--- config.mk ---
export PLATFORM = sky130hd
export DESIGN_NAME = pkis_div
export DESIGN_NICKNAME = d
export VERILOG_FILES = /design/src/hdl/pkis_pkg.sv /design/src/hdl/pkis_div.sv
export SDC_FILE = /design/constraint.sdc
export NUM_CORES = 1
export LEC_CHECK = 0
export BUFFER_PORTS_ARGS = -buffer_cell sky130_fd_sc_hd__buf_2
export CAP_MARGIN = 5
export CELL_PAD_IN_SITES_DETAIL_PLACEMENT = 0
export CELL_PAD_IN_SITES_GLOBAL_PLACEMENT = 2
export CORE_ASPECT_RATIO = 2
export CORE_MARGIN = 3
export CORE_UTILIZATION = 35
export DETAILED_ROUTE_END_ITERATION = 8
export PLACE_DENSITY = 0.76
export SYNTH_ARGS = -nofsm -noshare
export SYNTH_HDL_FRONTEND = slang
export SYNTH_SLANG_ARGS = --single-unit
export TNS_END_PERCENT = 100
--- constraint.sdc ---
create_clock -name clk -period 3.37 [get_ports clk]
set_input_delay 1.011 -clock clk [delete_from_list [all_inputs] [get_ports clk]]
set_output_delay 1.011 -clock clk [all_outputs]
set_load 0.05 [all_outputs]
--- src/hdl/pkis_pkg.sv ---
// pkis_pkg: shared types and constants for the per-key interval statistics block
// used by pkis_div and per_key_interval_stats
package pkis_pkg;

	localparam int KEY_SLOTS_DEF  = 64;
	localparam int PRICE_BITS_DEF = 32;

	localparam logic [15:0] INTERVAL_RESET = 16'd1000;
	localparam logic [6:0]  SYMBOLS_RESET  = 7'd64;

	localparam logic REG_INTERVAL = 1'b0;
	localparam logic REG_SYMBOLS  = 1'b1;

	localparam logic CMD_TRADE = 1'b0;
	localparam logic CMD_TICK  = 1'b1;

	typedef enum logic [2:0] {
		ST_IDLE,
		ST_TRADE,
		ST_ROW_RD,
		ST_ROW_ST,
		ST_ROW_DIV
	} pkis_state_t;

endpackage

--- src/hdl/pkis_div.sv ---
// pkis_div: 64 by 32 bit restoring divider, one quotient bit per cycle
// depends on pkis_pkg
module pkis_div import pkis_pkg::*; (
	input  logic          clk,
	input  logic          arst_n,
	input  logic          start,
	input  logic [63:0]   dividend,
	input  logic [31:0]   divisor,
	output logic          done,
	output logic [63:0]   quotient
);

	logic        run_q;
	logic [5:0]  step_q;
	logic [31:0] rem_q;
	logic [63:0] quo_q;
	logic [31:0] dvs_q;
	logic        done_q;
	logic [32:0] shifted;
	logic        fits;

	assign shifted = {rem_q, quo_q[63]};
	assign fits    = shifted >= {1'b0, dvs_q};

	always_ff @(posedge clk or negedge arst_n) begin
		if (!arst_n) begin
			run_q  <= 1'b0;
			step_q <= '0;
			done_q <= 1'b0;
		end else begin
			done_q <= 1'b0;
			if (start) begin
				run_q  <= 1'b1;
				step_q <= '0;
			end else if (run_q) begin
				step_q <= step_q + 6'd1;
				if (step_q == 6'd63) begin
					run_q  <= 1'b0;
					done_q <= 1'b1;
				end
			end
		end
	end

	always_ff @(posedge clk) begin
		if (start) begin
			rem_q <= '0;
			quo_q <= dividend;
			dvs_q <= divisor;
		end else if (run_q) begin
			rem_q <= fits ? 32'(shifted - {1'b0, dvs_q}) : shifted[31:0];
			quo_q <= {quo_q[62:0], fits};
		end
	end

	assign done     = done_q;
	assign quotient = quo_q;

endmodule

Word-level counts from Yosys, hierarchy flattened. Cells that the tools add are included.

Add/subtract/negate cells: 2. Multipliers: 0. Divide/modulo/power cells: 0. Magnitude comparators: 1. Eq/ne operators: 1. Shift-type cells: 0. Mux-type cells: 11. Bitwise gates (word level): 0. Reductions and logical operators: 1.

Operators by type and width (count): $mux W64 (2); $ge A33 B32 Y1 (1); $mux W32 (1); $sub A32 B32 Y32 (1); $mux W6 (2); $add A6 B1 Y6 const B (1); $eq A6 B6 Y1 const B (1); $mux W1 (6); $reduce_bool A2 Y1 (1).

Register bits after elaboration: 136. Latch bits: 0. Memory bits (writable): 0. Bits in read-only memories: 0. Output and inout bits: 65. Logic and storage cells: 22. Memories kept: 0.

Longest topological paths before layout. Gate-level depths: netlist of the first run.

Depth after elaboration: 4. Mapped depth: 14. Mapped depth without buffers: 12.

Worst setup path after synthesis of the first run. OpenSTA, ideal clock, no wires.

Path kind: register to register. Start: register quo_q[63], in the netlist quotient[63]. End: register rem_q[30]. Arrival: 3045 ps. Setup slack: 210 ps. Stages on the path, launching flop included: 13. Buffers on the path: 0. Clock period less this slack: 3160 ps. Cell sequence: edfxtp_1 > inv_1 > ha_1 > fa_1 > nand2b_1 > a21o_1 > a21o_1 > a211o_1 > a211o_1 > a31o_2 > a31oi_1 > xor2_1 > a31o_1.

Longest elaborated chain between the ends: 2. Elaborated cells between the ends (all ways): 3.

Ends and longest elaborated chain: start, declared (RTL line pkis_div.sv:16) `logic [63:0] quo_q;`; start signal, assigned (RTL line pkis_div.sv:48) `quo_q <= dividend;`; start signal, assigned (RTL line pkis_div.sv:52) `quo_q <= {quo_q[62:0], fits};`; $sub A32 B32 Y32 / $ge A33 B32 Y1 (equally long branches) (RTL line pkis_div.sv:51, pkis_div.sv:23); $mux W32 (*) (RTL line pkis_div.sv:51) `rem_q <= fits ? 32'(shifted - {1'b0, dvs_q}) : shifted[31:0];`; end signal, assigned (RTL line pkis_div.sv:51); end, declared (RTL line pkis_div.sv:15) `logic [31:0] rem_q;`.

Mark *: on every way between the ends. The rest lies on a longest branch, timed or not. A chain may end at the register's enable or synchronous reset.

Final worst setup path of the first run. Ends and elaborated chain as after synthesis.

==> summary.md, run 1 <==
| Metric | Value |
|---|---|
| Die Wd | `~110 um` |
| Crit path time final | `3.135 ns` |
| Number of synthesized register bits | `between 100 and 150` |
| Cell count after synthesis | `642` |
| Req. time, crit path | `approximately 3.7 ns` |
| Post-Place Setup Slack | `roughly 0.21 ns` |
| CTS Buf Count | `17` |
| Outcome | `finished, final reports clean` |
| Period utilization | `between 90% and 100%` |
| Comb pwr share | `40.5%` |
| Number of global-route vias before repair | `a little over 6k` |
| Type of destination of the critical path | `flip-flop` |
| Seq/Total Area, Yosys | `50.70%` |
| Initial core utilization | `a little over a third` |
| Clk pin slew, worst setup/hold paths | `~0.06 ns` |
| Global-route wire length before repair | `around 32,000 um` |
| Clock tree root driver cell | `clkbuf_16` |
| Clock sink total | `around 140` |
| Gr ovfl total | `0` |
| Max frequency | `0.3189 GHz` |
| Internal Power | `approximately 0.0043 W` |
| Via/cell ratio | `5.106` |
| Number of synthesized flops with an enable pin | `96` |
| Pleak | `approximately 3.9 nW` |
| Synth Net Count | `between 700 and 800` |
| Max-cap violations | `0` |
| Yosys cell types | `between 50 and 60` |
| Crit path launch type | `flip-flop` |
| Worst vdd ir | `approximately 0.41 mV` |
| Psw | `about 0.0025 W` |
| Clock skew | `0.008770 ns` |
| Worst-path maximum fanout | `3` |
| CTS max path bufs | `2` |
| Relative slew slack | `roughly 54%` |
| Hold_buf cts | `0` |
| Tightest Hold Check Type | `in2async` |
| Final setup fails | `0` |
| Post_cts resized | `0` |
| Crit path arrival time | `3.46 ns` |
| Largest net degree at the start of global routing | `64` |
| GPL Wtd Cong | `just over 0.9` |
| Core area | `20,550 um2` |
| Clock Latency Late Sink | `0.44 ns` |
| Synth Flop Type | `edfxtp_1` |
| # H-tree levels | `4` |
| Final hold viol count | `0` |
| Total GRT Usage | `a little under a fifth` |
| Final Hold Slack | `between 0.4 and 0.5 ns` |
| Power Density | `approximately 760 nW/um2` |
| Worst-Margin Slew | `around 0.69 ns` |
| Cell area after synthesis | `about 7300 um2` |
| Post-DP HPWL | `approximately 15,000 um` |
| Via count | `5,545` |
| Max-slew violations | `0` |
| DR pass1 iterations | `4` |
| Die Y | `around 210 um` |
| Port bufs | `163` |
| Filler cell count | `between 1.5k and 2k` |
| Clock power frac | `between 20% and 30%` |
| Antenna violations before repair | `0` |
| Top Ports | `~160` |
| Ant. Diodes | `0` |
| CTS tree | `yes` |
| Ys Warns | `0` |
| Critical path type | `reg2reg` |
| Fraction of layout cells with a size suffix above 1 | `33.78%` |
| DRT Wirelength | `19,720 um` |
| Setup TNS | `0 ns` |
| Avg WL per Cell | `between 15 and 20 um` |
| Site row count | `74` |
| Sw frac | `~37%` |
| Initial DRC count | `about 240` |
| Die area | `22,860 um2` |
| Routed Antenna Nets | `0` |
| Final Worst Setup Slack | `approximately 0.23 ns` |
| Ys async rst share | `~6%` |
| DRC Markers | `0` |
| Area delta synth->final | `23.46%` |
| Synthesized area per cell | `roughly 11 um2` |
| Sequential power share | `approximately a third` |
| Final Total Pwr | `0.006875 W` |
| RSZ-0062 raised after global routing | `false` |
| Post-CTS setup buffers | `0` |
| Layout Nets | `940` |
## layer usage
| layer | share of wire, % | GRT usage, % | vias up |
|---|---|---|---|
| met4 | 3.0 | 7.585 | 0 |
| met2 | 56 | 33.90 | 181 |
| li1 | - | - | 2697 |
| met3 | 6.9 | 6.975 | 32 |
| met1 | 34 | 17.69 | 2635 |
| met5 | 0 | 0 | - |
## synth_stat cells, types with 4 or more instances
cell type  instances  area share (%)
nand3_1           10            0.68
inv_1             43             2.2
and3_1             5            0.43
clkbuf_1          21             1.1
a211oi_1          19             1.9
nand4_1            6            0.51
nor3_1             5            0.34
o211ai_1           5            0.51
xor2_1            17             2.0
a21oi_1           28             1.9
mux2_2            65              10
and2_1             5            0.43
o21ai_1            7            0.48
nor4_1             4            0.34
a21o_1            17             1.7
mux2i_1           26             3.5
nand2_1           44             2.2
nor2_1            46             2.4
dfrtp_1            8             2.7
a31oi_1           10            0.85
o21ai_0           18             1.2
nand2b_1           5            0.43
edfxtp_1          96              39
xnor2_1           15             1.8
dfxtp_1           32             8.7
ha_1              33             5.6
o21bai_1           4            0.41
## logic make-up (layout without fill, tap and decap cells)
group,after synthesis,after routing,share of synthesized area (%)
AO/OA/AOI/OAI,139,139,13.41
XOR/XNOR,32,32,3.816
adder cells (fa/ha/maj),34,34,5.894
buffers and inverters,73,251,4.242
flip-flops,136,136,50.70
multiplexers,91,91,13.51
AND/OR/NAND/NOR,137,137,8.433
## cell usage in the layout (no fill, tap or decap), types with 6 or more instances in the layout
cell type  netlist  routed
buf_2            3     162
edfxtp_1        96      96
mux2_2          65      65
nor2_1          46      46
nand2_1         44      44
inv_1           43      42
ha_1            33      33
dfxtp_1         32      32
a21oi_1         28      28
mux2i_1         26      26
a211oi_1        19      19
o21ai_0         18      18
a21o_1          17      17
xor2_1          17      17
clkbuf_16        0      17
xnor2_1         15      15
a31oi_1         10      10
nand3_1         10      10
buf_4            0       9
dfrtp_1          8       8
o21ai_1          7       7
nand4_1          6       6
## worst max-delay path: stages, from the launching register on
cell and delay, ns:
edfxtp_1 0.35, inv_1 0.06, ha_1 0.22, fa_1 0.40
nand2b_1 0.18, a21o_1 0.19, a21o_1 0.19, a211o_1 0.34
a211o_1 0.28, a31o_2 0.23, a31oi_1 0.24, xor2_1 0.10
a31o_1 0.23
## per-stage QoR
| stage | cells | utilization (%) | area, um2 |
|---|---|---|---|
| after global routing | 1086 | 44.11 | 9067 |
| after detailed placement | 1054 | 41.38 | 8506 |
| after CTS | 1086 | 44.11 | 9067 |
| after floorplan | 642 | - | 7345 |
| after global placement | 1054 | 41.38 | 8506 |
| final | 1086 | 44.11 | 9067 |
## path summary, 6_finish.rpt
kind | from | to | slack, ns | cells past startpoint
max | quotient[63] | rem_q[30] | 0.23 | 12
min | arst_n | step_q[4] | 0.41 | 1
max reg2reg | quotient[63] | rem_q[30] | 0.23 | 12
min reg2reg | rem_q[31] | rem_q[31] | 0.45 | 2
max in group asynchronous | arst_n | step_q[3] | 2.80 | 1
min in group clk | rem_q[31] | rem_q[31] | 0.45 | 2
## area by class of cell
| class | instances | area, um2 | area share, % |
|---|---|---|---|
| multi-input cells | 433 | 3309 | 36.50 |
| well taps | 266 | 332.8 | 3.670 |
| repair buffers | 176 | 978.4 | 10.79 |
| clock inverters | 9 | 103.9 | 1.145 |
| flip-flops and latches | 136 | 3724 | 41.07 |
| clock buffers | 23 | 457.9 | 5.050 |
| inverters | 43 | 161.4 | 1.780 |
## power by group through the flow
| stage | combinational, W | sequential (W) | clock [W] |
|---|---|---|---|
| global route | 0.00306 | 0.00232 | 0.00195 |
| CTS | 0.00281 | 0.00229 | 0.00186 |
| finish | 0.00279 | 0.00229 | 0.00180 |
| detailed placement | 0.00280 | 0.00231 | 0 |
| global placement | 0.00279 | 0.00231 | 0 |
| floorplan | 0.00182 | 0.00259 | 0 |
## flip-flops by register name (all words and copies together) (netlist names)
signal,flops
rem_q,32
run_q,1
step_q,6
quotient,64
dvs_q,32
done,1
No activity file was read; power rests on OpenSTA's default activity.
==> run 2: changes to the inputs <==
--- a/config.mk
+++ b/config.mk
@@ -12,8 +12,9 @@
 export CORE_ASPECT_RATIO = 2
 export CORE_MARGIN = 3
 export CORE_UTILIZATION = 35
+export CTS_BUF_LIST = sky130_fd_sc_hd__clkbuf_16
 export DETAILED_ROUTE_END_ITERATION = 8
-export PLACE_DENSITY = 0.76
+export PLACE_DENSITY_LB_ADDON = 0.1
 export SYNTH_ARGS = -nofsm -noshare
 export SYNTH_HDL_FRONTEND = slang
 export SYNTH_SLANG_ARGS = --single-unit
==> summary.md, run 2 (synthesis gave the netlist of run 1 again) <==
| Metric | Value |
|---|---|
| Clk pin slew, worst setup/hold paths | `0.06 ns (about the same)` |
| Multi-input gate area | `3309 um2 (unchanged)` |
| Fraction of layout cells with a size suffix above 1 | `33.90% (was 33.78%)` |
| Clock skew | `0.009982 ns (was 0.008770 ns)` |
| Critical path type | `reg2reg (unchanged)` |
| Crit path launch type | `flip-flop (unchanged)` |
| Total GRT Usage | `17.71% (was 18.31%)` |
| Reg-to-Reg End | `rem_q[20] (was rem_q[30])` |
| Routed Antenna Nets | `0 (unchanged)` |
| Power Density | `755.5 nW/um2 (was 758.2 nW/um2)` |
| GPL Wtd Cong | `0.8476 (was 0.9254)` |
| Antenna violations before repair | `0 (unchanged)` |
| Relative slew slack | `38.78% (was 53.61%)` |
| Clock sink total | `136 (unchanged)` |
| Die area | `22,860 um2 (unchanged)` |
| CTS tree | `yes (unchanged)` |
| Worst R2R Setup Slack | `0.33 ns (was 0.23 ns)` |
| Layout Nets | `940 (unchanged)` |
| Reg2Reg Launch Point | `quotient[63] (unchanged)` |
| Global-route wire length before repair | `31,030 um (was 31,720 um)` |
| CTS max path bufs | `2 (unchanged)` |
| CTS Buf Count | `17 (unchanged)` |
| Max frequency | `0.3287 GHz (was 0.3189 GHz)` |
| Avg WL per Cell | `17.78 um (was 18.15 um)` |
| Max reg flops | `64 (unchanged)` |
| DR pass1 iterations | `4 (unchanged)` |
| Type of destination of the critical path | `flip-flop (unchanged)` |
| Number of global-route vias before repair | `6,062 (was 6,085)` |
| # H-tree levels | `4 (unchanged)` |
| Sequential cell area | `3724 um2 (unchanged)` |
| Largest net degree at the start of global routing | `65 (was 64)` |
| Worst-Margin Slew | `0.9088 ns (was 0.6943 ns)` |
| Core area | `20,550 um2 (unchanged)` |
| Worst vdd ir | `0.4186 mV (was 0.4092 mV)` |
| Die Y | `210.9 um (unchanged)` |
| Post-DP HPWL | `14,600 um (was 15,230 um)` |
| Ant. Diodes | `0 (unchanged)` |
| Final setup fails | `0 (unchanged)` |
| Period utilization | `90.26% (was 93.04%)` |
| Port bufs | `163 (unchanged)` |
| Die Wd | `108.4 um (unchanged)` |
| RSZ-0062 raised after global routing | `false (unchanged)` |
| DRC Markers | `0 (unchanged)` |
| Placed cell count | `1,054 (unchanged)` |
| Tightest Hold Check Type | `in2async (unchanged)` |
| Gr ovfl total | `0 (unchanged)` |
| Non-Filler Instances | `1,086 (unchanged)` |
| Area delta synth->final | `22.95% (was 23.46%)` |
| Crit path arrival time | `3.38 ns (was 3.46 ns)` |
| Pleak | `3.904 nW (was 3.923 nW)` |
| Outcome | `finished, final reports clean (unchanged)` |
| Post_cts resized | `0 (unchanged)` |
| Clock Latency Late Sink | `0.43 ns (was 0.44 ns)` |
| Hold_buf cts | `0 (unchanged)` |
| Max-slew violations | `0 (unchanged)` |
| Site row count | `74 (unchanged)` |
| Top Ports | `164 (unchanged)` |
| Final hold viol count | `0 (unchanged)` |
| Setup TNS | `0 ns (unchanged)` |
| Max-cap violations | `0 (unchanged)` |
| Req. time, crit path | `3.71 ns (was 3.69 ns)` |
| Worst r2r path cells | `12 (unchanged)` |
| Initial core utilization | `35.73% (unchanged)` |
| Via/cell ratio | `5.064 (was 5.106)` |
| Clock tree root driver cell | `clkbuf_16 (unchanged)` |
| Worst-path maximum fanout | `4 (was 3)` |
| Post-CTS setup buffers | `0 (unchanged)` |
| Via count | `5,500 (was 5,545)` |
| Filler cell count | `2,027 (was 1,992)` |
| Commonest non-fill, non-tap cells in the layout | `162 x buf_2, 96 x edfxtp_1, 65 x mux2_2 (unchanged)` |
| Crit path time final | `3.042 ns (was 3.135 ns)` |
| Most common cell after layout, fill and taps aside | `buf_2 (unchanged)` |
| Initial DRC count | `258 (was 241)` |
| DRT Wirelength | `19,300 um (was 19,720 um)` |
==> run 2: cell count changes in the layout (fill, tap and decap cells not counted), sizes merged <==
cell      before  now
clkbuf        23   17
clkinvlp       1    4
inv           43   45
clkinv         6    7
==> run 2: worst max-delay path, stage by stage (launching register included) <==
cell,delay [ns]
edfxtp_1,0.34
inv_1,0.06
ha_1,0.22
fa_1,0.40
nand2b_1,0.18
a21o_1,0.18
and2_1,0.15
o31ai_1,0.24
o21ai_0,0.37
o21bai_1,0.30
xor2_1,0.16
mux2i_1,0.08
a211oi_1,0.25
==> run 2: how the worst max path moves through the flow <==
stage / start / to / cells past startpoint
after floorplan: quotient[63] / rem_q[30] / 12
after global placement: dvs_q[10] / rem_q[27] / 12
after detailed placement: dvs_q[10] / rem_q[7] / 12
after CTS: dvs_q[10] / rem_q[7] / 12
after global routing: dvs_q[10] / rem_q[10] / 12
final: quotient[63] / rem_q[20] / 12
==> run 2: final cells by class <==
class	instances	share of cell area (%)
multi-input combinational	433	36.65
timing repair buffer	176	10.42
tap	266	3.686
clock buffer	17	4.711
inverter	43	1.787
sequential	136	41.24
clock inverter	15	1.510
==> run 2: per-layer routing <==
| layer | share of wire (%) | vias up | track usage, % |
|---|---|---|---|
| li1 | - | 2695 | - |
| met1 | 36 | 2609 | 17.66 |
| met2 | 55 | 154 | 32.62 |
| met3 | 6.1 | 42 | 5.659 |
| met4 | 3.0 | 0 | 8.021 |
| met5 | 0 | - | 0 |
==> run 2: metrics by stage <==
| stage | util (%) | power, W | hold WS [ns] | cell area [um2] | setup slack, ns |
|---|---|---|---|---|---|
| floorplan | - | 0.004410 | 0.4288 | 7345 | 0.2097 |
| global placement | 41.20 | 0.005070 | 0.4445 | 8468 | 0.3385 |
| detailed placement | 41.20 | 0.005079 | 0.4524 | 8468 | 0.2865 |
| CTS | 43.93 | 0.006926 | 0.3946 | 9030 | 0.2769 |
| global route | 43.93 | 0.007242 | 0.4075 | 9030 | 0.1333 |
| finish | 43.93 | 0.006822 | 0.4184 | 9030 | 0.3282 |
==> run 2: report_power, final <==
part / switching [W] / leakage (nW) / internal (W) / total [W]
clock: 0.000723 / 0.266 / 0.00107 / 0.00179
sequential: 0.000189 / 1.36 / 0.00209 / 0.00228
combinational: 0.00165 / 2.28 / 0.00110 / 0.00274
==> run 3: changes to the inputs <==
--- a/config.mk
+++ b/config.mk
@@ -5,13 +5,15 @@
 export SDC_FILE = /design/constraint.sdc
 export NUM_CORES = 1
 export LEC_CHECK = 0
+export ABC_AREA = 1
+export ABC_CLOCK_PERIOD_IN_PS = 3370
 export BUFFER_PORTS_ARGS = -buffer_cell sky130_fd_sc_hd__buf_2
 export CAP_MARGIN = 5
 export CELL_PAD_IN_SITES_DETAIL_PLACEMENT = 0
 export CELL_PAD_IN_SITES_GLOBAL_PLACEMENT = 2
 export CORE_ASPECT_RATIO = 2
 export CORE_MARGIN = 3
-export CORE_UTILIZATION = 35
+export CORE_UTILIZATION = 31
 export CTS_BUF_LIST = sky130_fd_sc_hd__clkbuf_16
 export DETAILED_ROUTE_END_ITERATION = 8
 export PLACE_DENSITY_LB_ADDON = 0.1
==> summary.md, run 3 <==
| Metric | Value |
|---|---|
| Post_cts resized | `0 (unchanged)` |
| DRT Wirelength | `26,530 um (was 19,300 um)` |
| DRC Markers | `0 (unchanged)` |
| Final setup fails | `0 (unchanged)` |
| Die area | `28,730 um2 (was 22,860 um2)` |
| Post-DP HPWL | `21,080 um (was 14,600 um)` |
| Cell count after synthesis | `1,129 (was 642)` |
| CTS max path bufs | `2 (unchanged)` |
| # H-tree levels | `4 (unchanged)` |
| Post-CTS setup buffers | `0 (unchanged)` |
| Max-cap violations | `0 (unchanged)` |
| Max-slew violations | `0 (unchanged)` |
| Final hold viol count | `0 (unchanged)` |
| Clock tree root driver cell | `clkbuf_16 (unchanged)` |
| Routed Antenna Nets | `0 (unchanged)` |
| RSZ-0062 raised after global routing | `false (unchanged)` |
| Worst r2r path cells | `15 (was 12)` |
| Fraction of layout cells with a size suffix above 1 | `17.44% (was 33.90%)` |
| DR pass1 iterations | `4 (unchanged)` |
| Top post-synthesis cells by count | `508 x nand2_1, 184 x inv_1, 96 x edfxtp_1 (was 96 x edfxtp_1, 65 x mux2_2, 46 x nor2_1)` |
| Cell area after synthesis | `8252 um2 (was 7345 um2)` |
| Worst vdd ir | `0.3699 mV (was 0.4186 mV)` |
| CTS tree | `yes (unchanged)` |
| Worst-path maximum fanout | `16 (was 4)` |
| Via count | `7,366 (was 5,500)` |
| Die Wd | `121.4 um (was 108.4 um)` |
| Tightest Hold Check Type | `in2async (unchanged)` |
| Pleak | `5.491 nW (was 3.904 nW)` |
| Final Total Pwr | `0.007311 W (was 0.006822 W)` |
| Setup TNS | `0 ns (unchanged)` |
| Worst-Margin Slew | `0.8775 ns (was 0.9088 ns)` |
| Power Density | `720.5 nW/um2 (was 755.5 nW/um2)` |
| Antenna violations before repair | `0 (unchanged)` |
| Number of synthesized register bits | `136 (unchanged)` |
| Count leader, synth | `nand2_1 (was edfxtp_1)` |
| Cell taking the most area after synthesis | `edfxtp_1 (unchanged)` |
| Seq/Total Area, Yosys | `45.13% (was 50.70%)` |
| Crit path time final | `2.492 ns (was 3.042 ns)` |
| Synth Net Count | `1,262 (was 775)` |
| Req. time, crit path | `3.69 ns (was 3.71 ns)` |
| Gr ovfl total | `0 (unchanged)` |
| Die Y | `236.7 um (was 210.9 um)` |
| Area delta synth->final | `22.96% (was 22.95%)` |
| Top cells by area, synth | `edfxtp_1 35%, nand2_1 23%, inv_1 8.4% (was edfxtp_1 39%, mux2_2 10%, dfxtp_1 8.7%)` |
| Ys async rst share | `5.882% (unchanged)` |
| Share of the synthesized area in the top cell type | `34.94% (was 39.25%)` |
| Yosys cell types | `38 (was 59)` |
| Most common cell after layout, fill and taps aside | `nand2_1 (was buf_2)` |
| Number of synthesized flops with an enable pin | `96 (unchanged)` |
| Clk pin slew, worst setup/hold paths | `0.07 ns (was 0.06 ns)` |
| Port bufs | `163 (unchanged)` |
| Initial core utilization | `31.78% (was 35.73%)` |
| GPL Wtd Cong | `0.8754 (was 0.8476)` |
| Core area | `25,960 um2 (was 20,550 um2)` |
| Global-route wire length before repair | `41,060 um (was 31,030 um)` |
| Crit path launch type | `flip-flop (unchanged)` |
| Relative slew slack | `41.44% (was 38.78%)` |
| Critical path type | `reg2reg (unchanged)` |
| Max frequency | `0.4012 GHz (was 0.3287 GHz)` |
| Site row count | `83 (was 74)` |
| Top Ports | `164 (unchanged)` |
| Ys Warns | `0 (unchanged)` |
| Largest net degree at the start of global routing | `43 (was 65)` |
| Layout Nets | `1,427 (was 940)` |
| Initial DRC count | `270 (was 258)` |
| Type of destination of the critical path | `flip-flop (unchanged)` |
| Outcome | `finished, final reports clean (unchanged)` |
| Hold_buf cts | `0 (unchanged)` |
| Clock skew | `0.02086 ns (was 0.009982 ns)` |
| Commonest non-fill, non-tap cells in the layout | `508 x nand2_1, 186 x inv_1, 162 x buf_2 (was 162 x buf_2, 96 x edfxtp_1, 65 x mux2_2)` |
| Crit path arrival time | `2.81 ns (was 3.38 ns)` |
| Clock Latency Late Sink | `0.44 ns (was 0.43 ns)` |
| Max reg flops | `64 (unchanged)` |
| Synth Flop Type | `edfxtp_1 (unchanged)` |
| Number of global-route vias before repair | `7,604 (was 6,062)` |
| Via/cell ratio | `4.472 (was 5.064)` |
| CTS Buf Count | `17 (unchanged)` |
| Ant. Diodes | `0 (unchanged)` |
| Synthesized area per cell | `7.309 um2 (was 11.44 um2)` |
| Total GRT Usage | `18.90% (was 17.71%)` |
| Period utilization | `73.96% (was 90.26%)` |
| Avg WL per Cell | `16.11 um (was 17.78 um)` |
| Clock sink total | `136 (unchanged)` |
## run 3: path summary, 6_finish.rpt
path | start | end | slack [ns]
worst max-delay path | dvs_q[8] | rem_q[8] | 0.88
worst min-delay path | arst_n | step_q[1] | 0.40
worst max register to register | dvs_q[8] | rem_q[8] | 0.88
worst min register to register | rem_q[23] | rem_q[23] | 0.47
max in group asynchronous | arst_n | step_q[2] | 2.78
min in group clk | rem_q[23] | rem_q[23] | 0.47
## run 3: kinds of logic (layout without fill, tap and decap cells)
| kind of cell | Yosys count | after routing | share of synthesized area (%) |
|---|---|---|---|
| simple gates | 683 | 683 | 34.51 |
| buf+inv | 215 | 393 | 10.48 |
| flops | 136 | 136 | 45.12 |
| compound gates | 47 | 47 | 3.154 |
| fa+ha+maj | 34 | 34 | 5.246 |
| xor+xnor | 14 | 14 | 1.486 |
## run 3: report_power, final
group	switching (W)	internal, W	leakage [nW]
clock	0.000771	0.00146	0.345
combinational	0.00195	0.000937	3.76
sequential	0.000143	0.00205	1.39
## run 3: stage by stage
stage / instance area [um2] / instances / worst slack, ns / hold slack (ns) / util, %
final: 10150 / 1647 / 0.8775 / 0.4002 / 39.08
after global routing: 10150 / 1647 / 0.6574 / 0.4070 / 39.08
after detailed placement: 9459 / 1615 / 0.8406 / 0.4604 / 36.43
after CTS: 10150 / 1647 / 0.8340 / 0.3793 / 39.08
after global placement: 9459 / 1615 / 0.8430 / 0.4619 / 36.43
after floorplan: 8253 / 1129 / 0.8295 / 0.4436 / -
## run 3: routing by layer
metal	part of all wire, %	track usage (%)	vias up
met5	0	0	-
met4	3.5	7.956	0
met3	3.8	4.302	30
met2	57	37.33	150
met1	35	17.99	3339
li1	-	-	3847
## run 3: layout make-up
cell class | count | area (um2)
inverter | 186 | 698.2
sequential | 136 | 3724
multi-input combinational | 778 | 3666
fill | 2909 | 15820
clock inverter | 15 | 261.5
timing repair buffer | 175 | 945.9
tap | 340 | 425.4
clock buffer | 17 | 425.4
## run 3: critical path: stages, from the launching register on
cell and delay [ns]:
edfxtp_1 0.35, inv_1 0.07, ha_1 0.28, nand2_1 0.18, inv_1 0.05, nand2_1 0.06
nand2_1 0.10, inv_1 0.09, nand3_2 0.16, nand2_1 0.13, nand2_1 0.11, nand2_4 0.21
buf_4 0.29, nand3_1 0.10, nand3_1 0.11, o21ai_1 0.07
